==> src/rtl/doid_pkg.sv <==
// Shared types and constants for the DER OBJECT IDENTIFIER decoder.
// No dependencies; used by every module of the block.
`default_nettype none

package doid_pkg;

    // widest long-form length field accepted, in bytes
    localparam int MAX_LENGTH_BYTES = 4;
    localparam int LEFT_W           = $clog2(MAX_LENGTH_BYTES + 1);

    localparam int FIFO_DEPTH = 4;
    localparam int FIFO_AW    = $clog2(FIFO_DEPTH);

    localparam logic [7:0]  TAG_OID   = 8'h06;
    localparam logic [31:0] ARC1_BASE = 32'd40;
    localparam logic [31:0] ARC2_BASE = 32'd80;

    typedef enum logic [2:0] {
        ERR_NONE         = 3'd0,
        ERR_BAD_TAG      = 3'd1,
        ERR_INDEF        = 3'd2,
        ERR_LEN_OVER     = 3'd3,
        ERR_CONTENT_OVER = 3'd4,
        ERR_TOO_WIDE     = 3'd5,
        ERR_EMPTY        = 3'd6
    } t_err;

    typedef enum logic [2:0] {
        PH_TAG      = 3'd0,
        PH_LEN      = 3'd1,
        PH_LENBYTES = 3'd2,
        PH_CONTENT  = 3'd3,
        PH_SKIP     = 3'd4
    } t_phase;

    // one queue entry: one result, or the pair from the first subidentifier
    typedef struct packed {
        logic        two;
        logic [31:0] comp0;
        logic        fin0;
        t_err        err0;
        logic [31:0] comp1;
        logic        fin1;
    } t_entry;

    typedef struct packed {
        logic [31:0] comp;
        logic        fin;
        t_err        err;
    } t_result;

endpackage

`default_nettype wire

==> src/rtl/doid_front.sv <==
// Front end: parses tag, length and content bytes, forms result entries.
// Depends on doid_pkg.
`default_nettype none

module doid_front (
    input  wire logic            i_clk,
    input  wire logic            i_rst_n,
    input  wire logic            i_valid,
    input  wire logic [7:0]      i_byte,
    input  wire logic            i_end,
    output logic                 o_ready,
    input  wire logic            i_full,
    output logic                 o_push,
    output doid_pkg::t_entry     o_entry
);

    doid_pkg::t_phase                r_phase, n_phase;
    logic [doid_pkg::LEFT_W-1:0]     r_left, n_left;
    logic [31:0]                     r_lv, n_lv;
    logic [31:0]                     r_cl, n_cl;
    logic [31:0]                     r_acc, n_acc;
    logic                            r_first, n_first;

    logic            accept;
    logic            more;
    logic            last;
    logic [31:0]     acc_ext;
    logic [31:0]     short_len;
    logic [31:0]     lb_len;
    logic            fail;
    doid_pkg::t_err  fail_code;
    logic [31:0]     arc;
    logic [31:0]     rem;

    assign o_ready   = !i_full;
    assign accept    = i_valid && o_ready;
    assign more      = i_byte[7];
    assign last      = (r_cl == 32'd1);
    assign acc_ext   = {r_acc[24:0], i_byte[6:0]};
    assign short_len = {25'd0, i_byte[6:0]};
    assign lb_len    = {r_lv[23:0], i_byte};

    // first subidentifier split into arc and remainder
    always_comb begin
        if (acc_ext >= doid_pkg::ARC2_BASE) begin
            arc = 32'd2;
            rem = acc_ext - doid_pkg::ARC2_BASE;
        end else if (acc_ext >= doid_pkg::ARC1_BASE) begin
            arc = 32'd1;
            rem = acc_ext - doid_pkg::ARC1_BASE;
        end else begin
            arc = 32'd0;
            rem = acc_ext;
        end
    end

    // error classification of the current byte
    always_comb begin
        fail      = 1'b0;
        fail_code = doid_pkg::ERR_NONE;
        unique case (r_phase)
            doid_pkg::PH_TAG: begin
                if (i_byte != doid_pkg::TAG_OID) begin
                    fail = 1'b1; fail_code = doid_pkg::ERR_BAD_TAG;
                end else if (i_end) begin
                    fail = 1'b1; fail_code = doid_pkg::ERR_LEN_OVER;
                end
            end
            doid_pkg::PH_LEN: begin
                if (!i_byte[7]) begin
                    if (i_end) begin
                        fail      = 1'b1;
                        fail_code = (i_byte[6:0] == 7'd0) ? doid_pkg::ERR_EMPTY
                                                          : doid_pkg::ERR_CONTENT_OVER;
                    end else if (i_byte[6:0] == 7'd0) begin
                        fail = 1'b1; fail_code = doid_pkg::ERR_EMPTY;
                    end
                end else if (i_byte[6:0] == 7'd0) begin
                    fail = 1'b1; fail_code = doid_pkg::ERR_INDEF;
                end else if (i_byte[6:0] > 7'(doid_pkg::MAX_LENGTH_BYTES)) begin
                    fail = 1'b1; fail_code = doid_pkg::ERR_TOO_WIDE;
                end else if (i_end) begin
                    fail = 1'b1; fail_code = doid_pkg::ERR_LEN_OVER;
                end
            end
            doid_pkg::PH_LENBYTES: begin
                if (r_lv[31:24] != 8'd0) begin
                    fail = 1'b1; fail_code = doid_pkg::ERR_TOO_WIDE;
                end else if (i_end) begin
                    fail = 1'b1; fail_code = doid_pkg::ERR_LEN_OVER;
                end else if (r_left == doid_pkg::LEFT_W'(1) && lb_len == 32'd0) begin
                    fail = 1'b1; fail_code = doid_pkg::ERR_EMPTY;
                end
            end
            doid_pkg::PH_CONTENT: begin
                // a cut-off subidentifier wins over the early buffer end
                if (last && more) begin
                    fail = 1'b1; fail_code = doid_pkg::ERR_EMPTY;
                end else if (i_end && !last) begin
                    fail = 1'b1; fail_code = doid_pkg::ERR_CONTENT_OVER;
                end
            end
            default: begin
                fail      = 1'b0;
                fail_code = doid_pkg::ERR_NONE;
            end
        endcase
    end

    // next state
    always_comb begin
        n_phase = r_phase;
        n_left  = r_left;
        n_lv    = r_lv;
        n_cl    = r_cl;
        n_acc   = r_acc;
        n_first = r_first;
        if (accept) begin
            if (fail) begin
                n_phase = i_end ? doid_pkg::PH_TAG : doid_pkg::PH_SKIP;
                n_left  = '0;
                n_lv    = '0;
                n_cl    = '0;
                n_acc   = '0;
                n_first = 1'b0;
            end else begin
                unique case (r_phase)
                    doid_pkg::PH_TAG: begin
                        n_phase = doid_pkg::PH_LEN;
                    end
                    doid_pkg::PH_LEN: begin
                        if (!i_byte[7]) begin
                            n_lv    = short_len;
                            n_cl    = short_len;
                            n_acc   = '0;
                            n_first = 1'b0;
                            n_phase = doid_pkg::PH_CONTENT;
                        end else begin
                            n_left  = i_byte[doid_pkg::LEFT_W-1:0];
                            n_lv    = '0;
                            n_phase = doid_pkg::PH_LENBYTES;
                        end
                    end
                    doid_pkg::PH_LENBYTES: begin
                        n_lv   = lb_len;
                        n_left = r_left - doid_pkg::LEFT_W'(1);
                        if (r_left == doid_pkg::LEFT_W'(1)) begin
                            n_cl    = lb_len;
                            n_acc   = '0;
                            n_first = 1'b0;
                            n_phase = doid_pkg::PH_CONTENT;
                        end
                    end
                    doid_pkg::PH_CONTENT: begin
                        n_acc = more ? acc_ext : 32'd0;
                        n_cl  = r_cl - 32'd1;
                        if (!more) begin
                            n_first = 1'b1;
                        end
                        if (last) begin
                            n_phase = doid_pkg::PH_TAG;
                            n_lv    = '0;
                            n_acc   = '0;
                            n_first = 1'b0;
                        end
                    end
                    default: begin
                        if (i_end) begin
                            n_phase = doid_pkg::PH_TAG;
                        end
                    end
                endcase
            end
        end
    end

    // queue entry
    always_comb begin
        o_push  = accept && (fail || (r_phase == doid_pkg::PH_CONTENT && !more));
        o_entry = '0;
        if (fail) begin
            o_entry.fin0 = 1'b1;
            o_entry.err0 = fail_code;
        end else if (!r_first) begin
            o_entry.two   = 1'b1;
            o_entry.comp0 = arc;
            o_entry.err0  = doid_pkg::ERR_NONE;
            o_entry.comp1 = rem;
            o_entry.fin1  = last;
        end else begin
            o_entry.comp0 = acc_ext;
            o_entry.fin0  = last;
            o_entry.err0  = doid_pkg::ERR_NONE;
        end
    end

    always_ff @(posedge i_clk) begin
        if (!i_rst_n) begin
            r_phase <= doid_pkg::PH_TAG;
            r_left  <= '0;
            r_lv    <= '0;
            r_cl    <= '0;
            r_acc   <= '0;
            r_first <= 1'b0;
        end else begin
            r_phase <= n_phase;
            r_left  <= n_left;
            r_lv    <= n_lv;
            r_cl    <= n_cl;
            r_acc   <= n_acc;
            r_first <= n_first;
        end
    end

endmodule

`default_nettype wire

==> src/rtl/doid_fifo.sv <==
// Short queue of result entries between the parser and the output stage.
// Depends on doid_pkg.
`default_nettype none

module doid_fifo (
    input  wire logic              i_clk,
    input  wire logic              i_rst_n,
    input  wire logic              i_push,
    input  wire doid_pkg::t_entry  i_entry,
    input  wire logic              i_pop,
    output doid_pkg::t_entry       o_head,
    output logic                   o_full,
    output logic                   o_empty
);

    doid_pkg::t_entry              r_mem [doid_pkg::FIFO_DEPTH];
    logic [doid_pkg::FIFO_AW-1:0]  r_wr, n_wr;
    logic [doid_pkg::FIFO_AW-1:0]  r_rd, n_rd;
    logic [doid_pkg::FIFO_AW:0]    r_cnt, n_cnt;

    assign o_full  = (r_cnt == (doid_pkg::FIFO_AW + 1)'(doid_pkg::FIFO_DEPTH));
    assign o_empty = (r_cnt == '0);
    assign o_head  = r_mem[r_rd];

    always_comb begin
        n_wr  = i_push ? r_wr + doid_pkg::FIFO_AW'(1) : r_wr;
        n_rd  = i_pop  ? r_rd + doid_pkg::FIFO_AW'(1) : r_rd;
        n_cnt = r_cnt;
        if (i_push && !i_pop) begin
            n_cnt = r_cnt + (doid_pkg::FIFO_AW + 1)'(1);
        end else if (i_pop && !i_push) begin
            n_cnt = r_cnt - (doid_pkg::FIFO_AW + 1)'(1);
        end
    end

    always_ff @(posedge i_clk) begin
        if (i_push) begin
            r_mem[r_wr] <= i_entry;
        end
    end

    always_ff @(posedge i_clk) begin
        if (!i_rst_n) begin
            r_wr  <= '0;
            r_rd  <= '0;
            r_cnt <= '0;
        end else begin
            r_wr  <= n_wr;
            r_rd  <= n_rd;
            r_cnt <= n_cnt;
        end
    end

endmodule

`default_nettype wire

==> src/rtl/doid_back.sv <==
// Back end: unpacks queue entries into single results in an output register.
// Depends on doid_pkg.
`default_nettype none

module doid_back (
    input  wire logic              i_clk,
    input  wire logic              i_rst_n,
    input  wire doid_pkg::t_entry  i_head,
    input  wire logic              i_empty,
    output logic                   o_pop,
    output logic                   o_valid,
    input  wire logic              i_ready,
    output doid_pkg::t_result      o_result
);

    logic                r_valid, n_valid;
    logic                r_sel, n_sel;
    doid_pkg::t_result   r_res;
    doid_pkg::t_result   pick;
    logic                load;

    assign load    = !i_empty && (!r_valid || i_ready);
    // second half of a pair leaves the entry at the head until it goes out
    assign o_pop   = load && (!i_head.two || r_sel);
    assign o_valid = r_valid;
    assign o_result = r_res;

    always_comb begin
        if (r_sel) begin
            pick.comp = i_head.comp1;
            pick.fin  = i_head.fin1;
            pick.err  = doid_pkg::ERR_NONE;
        end else begin
            pick.comp = i_head.comp0;
            pick.fin  = i_head.fin0;
            pick.err  = i_head.err0;
        end
        n_valid = load || (r_valid && !i_ready);
        n_sel   = load ? !o_pop : r_sel;
    end

    always_ff @(posedge i_clk) begin
        if (load) begin
            r_res <= pick;
        end
    end

    always_ff @(posedge i_clk) begin
        if (!i_rst_n) begin
            r_valid <= 1'b0;
            r_sel   <= 1'b0;
        end else begin
            r_valid <= n_valid;
            r_sel   <= n_sel;
        end
    end

endmodule

`default_nettype wire

==> src/rtl/der_oid_decoder.sv <==
// Top level of the DER OBJECT IDENTIFIER decoder.
// Depends on doid_pkg, doid_front, doid_fifo and doid_back.
//
//  channel   direction  tdata                              tlast
//  s_axis    in         [7:0] data_byte                    buffer_end
//  m_axis    out        [31:0] component, [34:32] error    final_component
//
// One encoded byte is taken per cycle while the queue is not full; the parser updates
// its state in that cycle. Each result leaves the output register in a cycle of its
// own, so the first subidentifier (two results) takes two output transfers.
// Reset is synchronous, active low, and clears parser state and the queue.
// A four-entry queue separates parser and output; the input stalls only when
// it is full.
`default_nettype none

module der_oid_decoder (
    input  wire logic         i_clk,
    input  wire logic         i_rst_n,
    input  wire logic         i_s_axis_tvalid,
    output logic              o_s_axis_tready,
    input  wire logic [7:0]   i_s_axis_tdata,   // [7:0] data_byte
    input  wire logic         i_s_axis_tlast,
    output logic              o_m_axis_tvalid,
    input  wire logic         i_m_axis_tready,
    output logic [39:0]       o_m_axis_tdata,   // [31:0] component, [34:32] error_code
    output logic              o_m_axis_tlast
);

    logic               push;
    logic               pop;
    logic               full;
    logic               empty;
    doid_pkg::t_entry   entry;
    doid_pkg::t_entry   head;
    doid_pkg::t_result  result;

    doid_front u_front (
        .i_clk   (i_clk),
        .i_rst_n (i_rst_n),
        .i_valid (i_s_axis_tvalid),
        .i_byte  (i_s_axis_tdata),
        .i_end   (i_s_axis_tlast),
        .o_ready (o_s_axis_tready),
        .i_full  (full),
        .o_push  (push),
        .o_entry (entry)
    );

    doid_fifo u_fifo (
        .i_clk   (i_clk),
        .i_rst_n (i_rst_n),
        .i_push  (push),
        .i_entry (entry),
        .i_pop   (pop),
        .o_head  (head),
        .o_full  (full),
        .o_empty (empty)
    );

    doid_back u_back (
        .i_clk    (i_clk),
        .i_rst_n  (i_rst_n),
        .i_head   (head),
        .i_empty  (empty),
        .o_pop    (pop),
        .o_valid  (o_m_axis_tvalid),
        .i_ready  (i_m_axis_tready),
        .o_result (result)
    );

    assign o_m_axis_tdata = {5'd0, result.err, result.comp};
    assign o_m_axis_tlast = result.fin;

endmodule

`default_nettype wire

==> config.mk <==
export PLATFORM = sky130hd
export DESIGN_NAME = der_oid_decoder
export DESIGN_NICKNAME = d
export VERILOG_FILES = /design/src/rtl/doid_pkg.sv /design/src/rtl/doid_front.sv /design/src/rtl/doid_fifo.sv /design/src/rtl/doid_back.sv /design/src/rtl/der_oid_decoder.sv
export SDC_FILE = /design/constraint.sdc
export NUM_CORES = 1
export LEC_CHECK = 0
export BUFFER_PORTS_ARGS = -buffer_cell sky130_fd_sc_hd__buf_2
export CORE_ASPECT_RATIO = 1.1
export CORE_MARGIN = 5
export CORE_UTILIZATION = 30
export CTS_BUF_LIST = sky130_fd_sc_hd__clkbuf_16
export CTS_CLUSTER_SIZE = 25
export DETAILED_ROUTE_END_ITERATION = 8
export PLACE_DENSITY = 0.47
export REMOVE_ABC_BUFFERS = 1
export SLEW_MARGIN = 15
export SYNTH_ARGS = -nofsm -noshare
export SYNTH_HDL_FRONTEND = slang
export SYNTH_SLANG_ARGS = --single-unit
==> constraint.sdc <==
create_clock -name i_clk -period 5.95 [get_ports i_clk]
set_clock_uncertainty 0.05 [all_clocks]
set_input_delay 1.19 -clock i_clk [delete_from_list [all_inputs] [get_ports i_clk]]
set_output_delay 1.19 -clock i_clk [all_outputs]
set_load 0.1 [all_outputs]
==> metrics.txt <==
# TYPE chip_impl_metric gauge
chip_impl_info{name="synthDominantAreaCellType",value="edfxtp_1"} 1
chip_impl_metric{name="clock-sinks",unit=""} 423
chip_impl_metric{name="power.clock.fraction",unit="%"} 28.9
chip_impl_metric{name="p_leak",unit="nW"} 7.22
chip_impl_metric{name="firstDrtPassIters",unit=""} 6
chip_impl_metric{name="powerDensity",unit="nW/µm²"} 454
chip_impl_metric{name="wl_per_cell",unit="µm"} 20.6
chip_impl_metric{name="fmaxAchievable",unit="GHz"} 0.213
chip_impl_metric{name="synth-edff-count",unit=""} 316
chip_impl_metric{name="synthCells",unit=""} 1403
chip_impl_metric{name="synth.yosys.seq_area_share",unit="%"} 63.1
chip_impl_metric{name="core_region_area",unit="µm²"} 61000
chip_impl_metric{name="viasPerCell",unit=""} 5.12
chip_impl_metric{name="vias",unit=""} 11700
chip_impl_metric{name="antenna_found_initial",unit=""} 1
chip_impl_metric{name="die_h",unit="µm"} 270
chip_impl_metric{name="postCtsSetupRepairBufs",unit=""} 0
chip_impl_metric{name="vdd_drop_max",unit="mV"} 0.229
chip_impl_metric{name="postCtsHoldBufs",unit=""} 0
chip_impl_metric{name="wirelength_met1",unit="µm"} 19900
chip_impl_metric{name="pin_count_of_the_biggest_net_entering_global_routing",unit=""} 71
chip_impl_metric{name="cts_buffer_depth",unit=""} 3
chip_impl_metric{name="pre_cts_slack",unit="ps"} 685
chip_impl_info{name="cts-root-buf",value="clkbuf_16"} 1
chip_impl_metric{name="final_cells",unit=""} 2283
chip_impl_info{name="worstSetupEndpointType",value="flop"} 1
chip_impl_info{name="setup.worst_path.start_class",value="input port"} 1
chip_impl_info{name="critPathKind",value="in2reg"} 1
chip_impl_metric{name="cts_buffer_count",unit=""} 48
chip_impl_metric{name="path_clk_slew",unit="ps"} 60
chip_impl_metric{name="drc",unit=""} 0
chip_impl_info{name="tritoncts",value="built"} 1
chip_impl_metric{name="postSynthAreaPerCell",unit="µm²"} 13.1
chip_impl_metric{name="overflow",unit=""} 0
chip_impl_metric{name="fin_ws",unit="ps"} 1250
chip_impl_metric{name="synthDominantCellAreaShare",unit="%"} 51.5
chip_impl_info{name="layout.cells.most_common_list",value="edfxtp_1, nand2_1, dfxtp_1"} 1
chip_impl_metric{name="cts_resized",unit=""} 0
chip_impl_metric{name="place.port_buffers",unit=""} 50
chip_impl_metric{name="switching_share",unit="%"} 36.6
chip_impl_metric{name="nNetsFinal",unit=""} 1452
chip_impl_metric{name="dr_wl_met2",unit="µm"} 23900
chip_impl_metric{name="floorplan.initialDensity",unit="%"} 30.2
chip_impl_metric{name="placedInstanceArea",unit="µm²"} 19500
chip_impl_metric{name="fp.dieW",unit="µm"} 246
chip_impl_info{name="mostFrequentLayoutCell",value="edfxtp_1"} 1
chip_impl_metric{name="areaGrowthSynthToFinish",unit="%"} 13.8
chip_impl_metric{name="slew_viol_final",unit=""} 0
chip_impl_metric{name="placedCellCount",unit=""} 2195
chip_impl_info{name="maxUsedRoutingLayer",value="met4"} 1
chip_impl_metric{name="synth_seq_cells",unit=""} 423
chip_impl_metric{name="synth-async-reset-ratio",unit="%"} 0
chip_impl_metric{name="finalPower",unit="mW"} 9.52
chip_impl_metric{name="drive_gt1_share",unit="%"} 16.5
chip_impl_metric{name="intPower",unit="mW"} 6.03
chip_impl_metric{name="number_of_global_route_vias_before_repair",unit=""} 12200
chip_impl_metric{name="syn_std_cell_area",unit="µm²"} 18400
chip_impl_metric{name="timing.final.hold_violations",unit=""} 0
chip_impl_metric{name="postRouteAntennaNets",unit=""} 0
chip_impl_metric{name="final_estimated_routing_congestion_in_global_placement",unit=""} 0.820
chip_impl_metric{name="slew_worst_pin",unit="ps"} 1110
chip_impl_metric{name="postLayoutCellArea",unit="µm²"} 21000
chip_impl_info{name="ys_dominant_reg_cell",value="edfxtp_1"} 1
chip_impl_info{name="min-delay-path-class",value="reg2reg"} 1
chip_impl_metric{name="synth_cell_type_count",unit=""} 79
chip_impl_info{name="outcome",value="complete, no violations"} 1
chip_impl_metric{name="clock_insertion_delay_worst_skew",unit="ps"} 580
chip_impl_metric{name="place.detailed.hpwl",unit="µm"} 29000
chip_impl_metric{name="slew_headroom",unit="%"} 26.3
chip_impl_metric{name="arrival",unit="ps"} 5140
chip_impl_metric{name="crit_path_max_fanout",unit=""} 9
chip_impl_metric{name="crit_required",unit="ps"} 6400
chip_impl_metric{name="htree_levels",unit=""} 2
chip_impl_metric{name="routed_wire_length",unit="µm"} 47100
chip_impl_info{name="netlist_top_cells_area",value="edfxtp_1, dfxtp_1, mux4_2"} 1
chip_impl_metric{name="yosysWarnings",unit=""} 0
chip_impl_metric{name="post-route-period-util",unit="%"} 78.9
chip_impl_metric{name="maxCapViolCount",unit=""} 0
chip_impl_metric{name="power.sequential.fraction",unit="%"} 41.0
chip_impl_metric{name="std_cell_rows",unit=""} 95
chip_impl_metric{name="floorplan_die_area",unit="µm²"} 66500
chip_impl_metric{name="setup_tns",unit="ps"} 0
chip_impl_metric{name="switching_power",unit="mW"} 3.49
chip_impl_metric{name="power.share.combinational",unit="%"} 30.0
chip_impl_metric{name="detail_route.iter0.violations",unit=""} 892
chip_impl_metric{name="track_usage",unit="%"} 13.9
chip_impl_metric{name="dr_wl_met3",unit="µm"} 1930
chip_impl_metric{name="grt_first_pass_wirelength",unit="µm"} 72800
chip_impl_metric{name="final-setup-viol-count",unit=""} 0
chip_impl_metric{name="ios",unit=""} 56
chip_impl_info{name="rsz0062_at_grt",value="no"} 1
chip_impl_metric{name="timing.final.crit_period",unit="ps"} 4700
layer usage:
| metal | vias up | GRT usage [%] |
|---|---|---|
| li1 | 5422 | - |
| met1 | 5934 | 17.5 |
| met2 | 243 | 24.4 |
| met3 | 95 | 2.55 |
| met4 | 0 | 4.24 |
| met5 | - | 0 |
power by group through the flow:
stage,Clock (mW),Sequential [mW],Combinational [mW]
3_3_place_gp,0,3.98,2.91
2_1_floorplan,0,4.96,1.22
3_5_place_dp,0,3.98,2.92
4_1_cts,2.85,3.92,2.92
5_1_grt,2.98,3.96,3.06
6_report,2.75,3.91,2.86
metrics by stage:
stage	hold WS, ps	util, %
after floorplan	382	-
after global placement	397	32.0
after detailed placement	405	32.0
after CTS	413	34.4
after global routing	440	34.4
final	406	34.4
state kept, by name (all words and copies together), names as in the netlist, 2 cells and up, named ones only:
| register | count |
|---|---|
| u_front.r_acc | 25 |
| u_front.r_cl | 32 |
| u_front.r_left | 3 |
| u_fifo.r_wr | 2 |
| u_front.r_phase | 3 |
| u_fifo.r_cnt | 3 |
| u_fifo.r_mem | 280 |
| u_front.r_lv | 32 |
| u_back.o_result | 36 |
| u_fifo.r_rd | 2 |
cell families after synthesis:
| logic type | synth area share (%) |
|---|---|
| and+or+nand+nor | 12.5 |
| AOI/OAI and AO/OA | 10.0 |
| buffers and inverters | 3.22 |
| adders and majority gates | 1.26 |
| other | 0.0203 |
| xor gates and xnor gates | 1.05 |
| DFF | 63.1 |
| muxes | 8.78 |
critical path: stages:
cell and delay (ps):
buf_2 180, inv_1 230, ha_1 220, nor4b_1 480, nand2_1 220, or4_1 710, nand3_1 240, a21oi_4 70
a21oi_4 300, ha_1 240, inv_1 60, fa_1 380, xor2_1 160, or3_1 310, a21oi_1 140
synthesized netlist by cell type (all sizes together), types with 24 or more instances:
library cell  count
a21oi            63
a22o             35
and3             37
buf              40
clkbuf           69
dfxtp           107
edfxtp          316
inv              24
mux4             70
nand2           163
nand3            49
nor2             73
nor3             26
nor4             30
o21ai            57
o31ai            33
area by class of cell:
cell class | count | area (µm²)
Clock buffer | 49 | 1230
Fill cell | 5955 | 40000
Clock inverter | 38 | 236
Antenna cell | 1 | 2.50
Tap cell | 824 | 1030
Sequential cell | 423 | 11600
Timing Repair Buffer | 73 | 485
Inverter | 27 | 101
Multi-Input combinational cell | 848 | 6250
path summary, 6_finish.rpt:
kind	slack [ps]	endpoint	cells after the start	from
worst max-delay path	1250	u_fifo.r_cnt[2]	15	i_s_axis_tdata[4]
worst min-delay path	410	u_front.r_lv[30]	2	u_front.r_lv[30]
worst max register to register	1340	u_fifo.r_cnt[2]	12	u_front.r_cl[22]
worst min register to register	410	u_front.r_lv[30]	2	u_front.r_lv[30]
Note: power is estimated with default switching activity, not from simulation.
